==> src/hdl/scie_pkg.sv <==
// package for the small cpu instruction execute block
// types, codes and constants shared by all modules but scie_ram; no dependencies
`timescale 1ns / 1ps

package scie_pkg;

  localparam int PC_W = 10;
  localparam int PLEN_W = 11;
  localparam int LCNT_W = 7;
  localparam int WORD_W = 32;
  localparam int FIELD_REG_W = 4;
  localparam int CFG_IDX_W = 2;
  localparam int IN_TDATA_W = 56;
  localparam int OUT_TDATA_W = 48;

  localparam int DATA_WORDS_DEF = 1024;
  localparam int MAX_LABELS_DEF = 64;
  localparam int NUM_REGS_DEF = 8;

  localparam logic [CFG_IDX_W-1:0] CFG_PROGRAM_LENGTH = 2'd0;
  localparam logic [CFG_IDX_W-1:0] CFG_LABEL_COUNT = 2'd1;

  localparam logic [WORD_W-1:0] FLAGS_EQ = 32'd1;
  localparam logic [WORD_W-1:0] FLAGS_GT = 32'd2;

  typedef enum logic [4:0] {
    OP_NOP = 5'd0, OP_MOVE = 5'd1, OP_LOAD = 5'd2, OP_STORE = 5'd3,
    OP_ADD = 5'd4, OP_SUB = 5'd5, OP_MUL = 5'd6, OP_DIV = 5'd7,
    OP_MOD = 5'd8, OP_AND = 5'd9, OP_OR = 5'd10, OP_XOR = 5'd11,
    OP_NOT = 5'd12, OP_SHL = 5'd13, OP_SHR = 5'd14, OP_CMP = 5'd15,
    OP_JMP = 5'd16, OP_JZ = 5'd17, OP_JNZ = 5'd18, OP_JG = 5'd19,
    OP_JL = 5'd20, OP_PUSH = 5'd21, OP_POP = 5'd22, OP_CALL = 5'd23,
    OP_RET = 5'd24, OP_PRINT = 5'd25, OP_HALT = 5'd26
  } op_t;

  typedef enum logic [2:0] {
    ST_CLEAR, ST_IDLE, ST_OPER, ST_EXEC, ST_DIV, ST_DWB
  } st_t;

  typedef struct packed {
    logic                   is_label;
    op_t                    op;
    logic                   has_dst;
    logic                   has_src;
    logic                   uses_label;
    logic [FIELD_REG_W-1:0] dst;
    logic [FIELD_REG_W-1:0] src;
    logic [WORD_W-1:0]      imm;
    logic [PC_W-1:0]        tgt;
  } item_t;

endpackage

==> src/hdl/scie_queue.sv <==
// two entry queue of classified requests between front and back
// depends on scie_pkg
`timescale 1ns / 1ps

module scie_queue (
  input  logic            clk,
  input  logic            rst,
  input  logic            in_valid,
  output logic            in_ready,
  input  scie_pkg::item_t in_item,
  output logic            out_valid,
  input  logic            out_ready,
  output scie_pkg::item_t out_item
);

  scie_pkg::item_t slot [2];
  logic       wr_ptr;
  logic       rd_ptr;
  logic [1:0] count;
  logic       push;
  logic       pop;

  assign in_ready = (count != 2'd2);
  assign out_valid = (count != 2'd0);
  assign out_item = slot[rd_ptr];
  assign push = in_valid && in_ready;
  assign pop = out_valid && out_ready;

  always_ff @(posedge clk) begin
    if (rst) begin
      wr_ptr <= 1'b0;
      rd_ptr <= 1'b0;
      count <= 2'd0;
    end else begin
      if (push) begin
        wr_ptr <= ~wr_ptr;
      end
      if (pop) begin
        rd_ptr <= ~rd_ptr;
      end
      if (push && !pop) begin
        count <= count + 2'd1;
      end else if (pop && !push) begin
        count <= count - 2'd1;
      end
    end
  end

  always_ff @(posedge clk) begin
    if (push) begin
      slot[wr_ptr] <= in_item;
    end
  end

endmodule

==> config.mk <==
export PLATFORM = sky130hd
export DESIGN_NAME = scie_queue
export DESIGN_NICKNAME = d
export VERILOG_FILES = /design/src/hdl/scie_pkg.sv /design/src/hdl/scie_queue.sv
export SDC_FILE = /design/constraint.sdc
export NUM_CORES = 1
export LEC_CHECK = 0
export CAP_MARGIN = 20
export CORE_MARGIN = 2
export CORE_UTILIZATION = 25
export CTS_BUF_LIST = sky130_fd_sc_hd__clkbuf_4 sky130_fd_sc_hd__clkbuf_8
export CTS_CLUSTER_DIAMETER = 80
export DETAILED_ROUTE_END_ITERATION = 8
export DONT_BUFFER_PORTS = 1
export PLACE_DENSITY_LB_ADDON = 0.12
export SYNTH_ARGS = -nofsm -noshare
export SYNTH_HDL_FRONTEND = slang
export SYNTH_SLANG_ARGS = --single-unit
export TNS_END_PERCENT = 20
==> constraint.sdc <==
create_clock -name clk -period 2.55 [get_ports clk]
set_input_delay 0.1275 -clock clk [delete_from_list [all_inputs] [get_ports clk]]
set_output_delay 0.1275 -clock clk [all_outputs]
set_load 0.05 [all_outputs]
Yosys cells after proc, flatten, opt, wreduce, memory -nomap -nowiden
Memory sizes are Yosys's and may differ from the RTL's. A register that Yosys moved wholly into a read port is not among the register bits.
Index checks and enable logic that the tools add are counted.
Cells by class
  equality and inequality tests: 1
  multiplexer cells: 6
  reduce and logical (&&, ||, !) cells: 8
  bitwise logic cells: 2
  $add $sub $neg: 2
Operators with widths (count)
  logical AND 1 bit: 4
  two-way mux 1 bit: 4
  two-way mux 2 bit: 2
  nonzero test 2 bit: 2
  adder 2 x 1 -> 2 bit (second input constant): 1
  zero test 1 bit: 2
  != test 2 bit (second input constant): 1
  NOT 1 bit: 2
  subtractor 2 x 1 -> 2 bit (second input constant): 1
Storage, ports and cells
  register bits: 4
  output and inout bits: 61
  memories: 1
  memory bits (writable): 118
Memories
  slot: depth 2, bits a word 59, read ports 1, clocked after memory_dff 1, wr ports 1, line scie_queue.sv:16  | scie_pkg::item_t slot [2];

Depth between registers and ports, before layout
  depth in word-level cells: 6
  mapped depth: 6
  depth with buffers taken out: 6

Worst setup path after synthesis
No wires, ideal clock.
  path type: register to register
  start: reg count[0]
  end: mem slot[1][0] (netlist bit), enable pin
  clock period less this slack: 2854 ps
  stages on the path, launching flop included: 3
  arrival: 2431 ps
  buffers on the path: 0
  slack: -304 ps
  setup time: 423 ps
  cells stage by stage: dfxtp_1 > nand2b_1 > and3_1
Between the ends
  word-level cells in the longest chain between the ends: 4
Ends and longest elaborated chain
  from (decl): line scie_queue.sv:19  | logic [1:0] count;
  from (signal assigned): line scie_queue.sv:42  | count <= count + 2'd1;
  from (signal assigned): line scie_queue.sv:44  | count <= count - 2'd1;
  != test 2 bit: line scie_queue.sv:23  | assign in_ready = (count != 2'd2);
  named net in_ready: line scie_queue.sv:9  | output logic in_ready,
  logical AND 1 bit: line scie_queue.sv:26  | assign push = in_valid && in_ready;
  two-way mux 1 bit: line scie_queue.sv:50  | if (push) begin
  two-way mux 1 bit (implied by the code): line scie_queue.sv:51  | slot[wr_ptr] <= in_item;
  to (decl): line scie_queue.sv:16
The timed path passes the listed nets, and every way through them passes these cells.

==> reports/metrics.csv <==
metric,value,unit
status,"complete, no violations",
clk buf depth,2,
H-tree levels,4,
Multi-input gate area,822,um2
# IOs,124,
top-count cell post-synth,edfxtp_1,
Post-Synth Adder-Cell Area,0.277,%
Nets,351,
endpoints failing hold,0,
WL final,8.41,mm
Post-synth EDFFs,118,
multiplexer share of the synthesized area,15.5,%
Num CTS Buffers,17,
number of synthesis warnings,0,
Routed Antenna Nets,0,
synthesis-to-finish area growth,28.0,%
asr flop ratio synth,0,%
"top cells by area, synth","edfxtp_1 78%, mux2_2 12%, mux2_4 3.3%",
min cycle time layout,2.01,ns
Detailed Route Iter0 Violations,136,
period utilization,78.6,%
dpl ws,0.735,ns
total power draw,0.00631,W
Synth Area per Inst,21.7,um2
CP endpoint kind,output port,
initial antenna violation count,0,
Arrival @ worst endpoint,1.88,ns
"Max FO, Critical Path",32,
DP HPWL,5.10,mm
first-pass GRT wire length,13.1,mm
DRC,0,
ys flop type,edfxtp_1,
Initial DRT Pass Iterations,4,
"Setup violations, final",0,
core region area,17800,um2
Peak VDD IR,508,uV
wire per inst,16.0,um
DIE AREA,19200,um2
vias,2152,
slowest CP cell,dfxtp_4,
#FFs+latches synth,123,
Sequential Area,3650,um2
ant diodes,0,
Max Clk Rate,499,MHz
postcts setup bufs,0,
Max Cap Viol,0,
final max-slew violation count,0,
FP Rows,49,
CP Data Required Time,2.42,ns
CTS tree,built,
Synth cell types,20,
GRT Util Overall,9.21,%
XOR/XNOR Fraction of Synth Area,0.582,%
Synth Cell Area,4520,um2
Via density,4.09,
max incr delay on CP,0.64,ns
clock skew,0.00975,ns
number of global-route vias before repair,2249,
worst hold path class,primary input to register,
Yosys top cell by area,edfxtp_1,
largest family of logic cells by synthesized area,multiplexers,
GR Overflow Total,0,
global placer's final weighted congestion,0.623,
Starting Density,25.3,%
area fraction in compound gates after synthesis,0.665,%
Clk Tree Root Cell,clkbuf_8,
fillers,1732,
Synth top area share,78.5,%
sequential element share of the synthesized area,80.7,%
Leakage Power,1.92,nW
CP cell instances,buf_12 -> mux2_2,
clk sinks,123,
Post-Synthesis Cells,208,
largest net degree at the start of global routing,36,
Die H,138,um
"CTS clk-pin slew, worst paths",0.06,ns
later-pin clock latency in the skew report,0.42,ns
Resized Gates After CTS,0,
worst slew pin tran,0.530,ns
Synth top cells by count,"118 x edfxtp_1, 49 x mux2_2, 10 x mux2_4, 5 x buf_2, 5 x dfxtp_1",
CP startpoint kind,register,
worst hold margin,0.0600,ns
RSZ-0062 raised after global routing,no,
Synth Area in Simple Gates,1.11,%
share of layout cells above drive strength 1,32.0,%
quantity of I/O buffers inserted on ports,0,
die width,138,um
Relative slew margins,64.6,%
Setup CP Type,register to output port,
"Worst Setup Slack, final",0.545,ns
syn nets,272,
PwrDens,1090,nW/um2
layout by cell type (no fill, tap or decap), drive strengths merged:
cell type	netlist	routed
o21ai	2	2
clkinv	0	6
a21bo	1	1
and2	1	1
nor2	3	3
edfxtp	118	118
dfxtp	5	5
nand2b	1	1
clkbuf	0	19
xor2	3	3
or3	1	1
and3	1	1
dlygate4sd3	0	61
a21oi	2	2
bufinv	0	2
buf	7	6
ha	1	1
clkinvlp	0	2
inv	1	1
nand3b	1	1
or2	1	1
mux2	59	59
path summary, 6_finish.rpt:
path                                 from      endpoint  slack [ns]  cells after the start
worst max-delay path             register  out_item[14]        0.54                      2
worst min-delay path            out_ready      register        0.06                      3
worst max register to register   count[0]   slot[1][49]        0.76                      4
worst min register to register     rd_ptr      register        0.51                      2
flip-flops by register name (all words and copies together) (netlist names), named ones only:
name    cells
rd_ptr      1
slot      118
count       2
wr_ptr      1
logic make-up after synthesis:
logic type,count (synthesis)
compound gates,5
flops,123
mux,59
simple gates,9
xor+xnor,3
fa+ha+maj,1
buf+inv,8
power breakdown:
part / switching (W) / internal [W]
logic: 0.00155 / 0.000525
clock network: 0.000722 / 0.000858
registers: 0.000131 / 0.00253
total: 0.00240 / 0.00391
final cells by class:
type / count / share of cell area, %
clock inverters: 10 / 1.80
inverters: 1 / 0.0649
multi-input cells: 77 / 14.2
repair buffers: 67 / 11.6
clock buffers: 19 / 4.31
well taps: 229 / 4.96
flip-flops and latches: 123 / 63.1
metal layers:
layer | wire length, um | track usage (%)
met1 | 3600 | 11.2
met4 | 161 | 5.32
met3 | 568 | 3.88
met2 | 4080 | 13.7
met5 | 0 | 0
what timing repair did:
item / in CTS / in global routing
hold endpoints to repair: 123 / 0
hold buffers: 61 / 0
setup endpoints to repair: 0 / 0
worst max-delay path, delay by kind of cell, from the launching register on:
family                 cells  cell delay [ns]
flip-flops                 1             0.64
multiplexers               1             0.50
buffers and inverters      1             0.30
metrics by stage:
step	setup TNS, ns	instance area (um2)	instances	util (%)
final	0	5780	526	32.4
after global routing	0	5780	526	32.4
after CTS	0	5780	526	32.4
after detailed placement	0	4820	436	27.0
after global placement	0	4820	436	27.0
after floorplan	-5.04	4520	208	-
(Power assumes the default switching activity.)
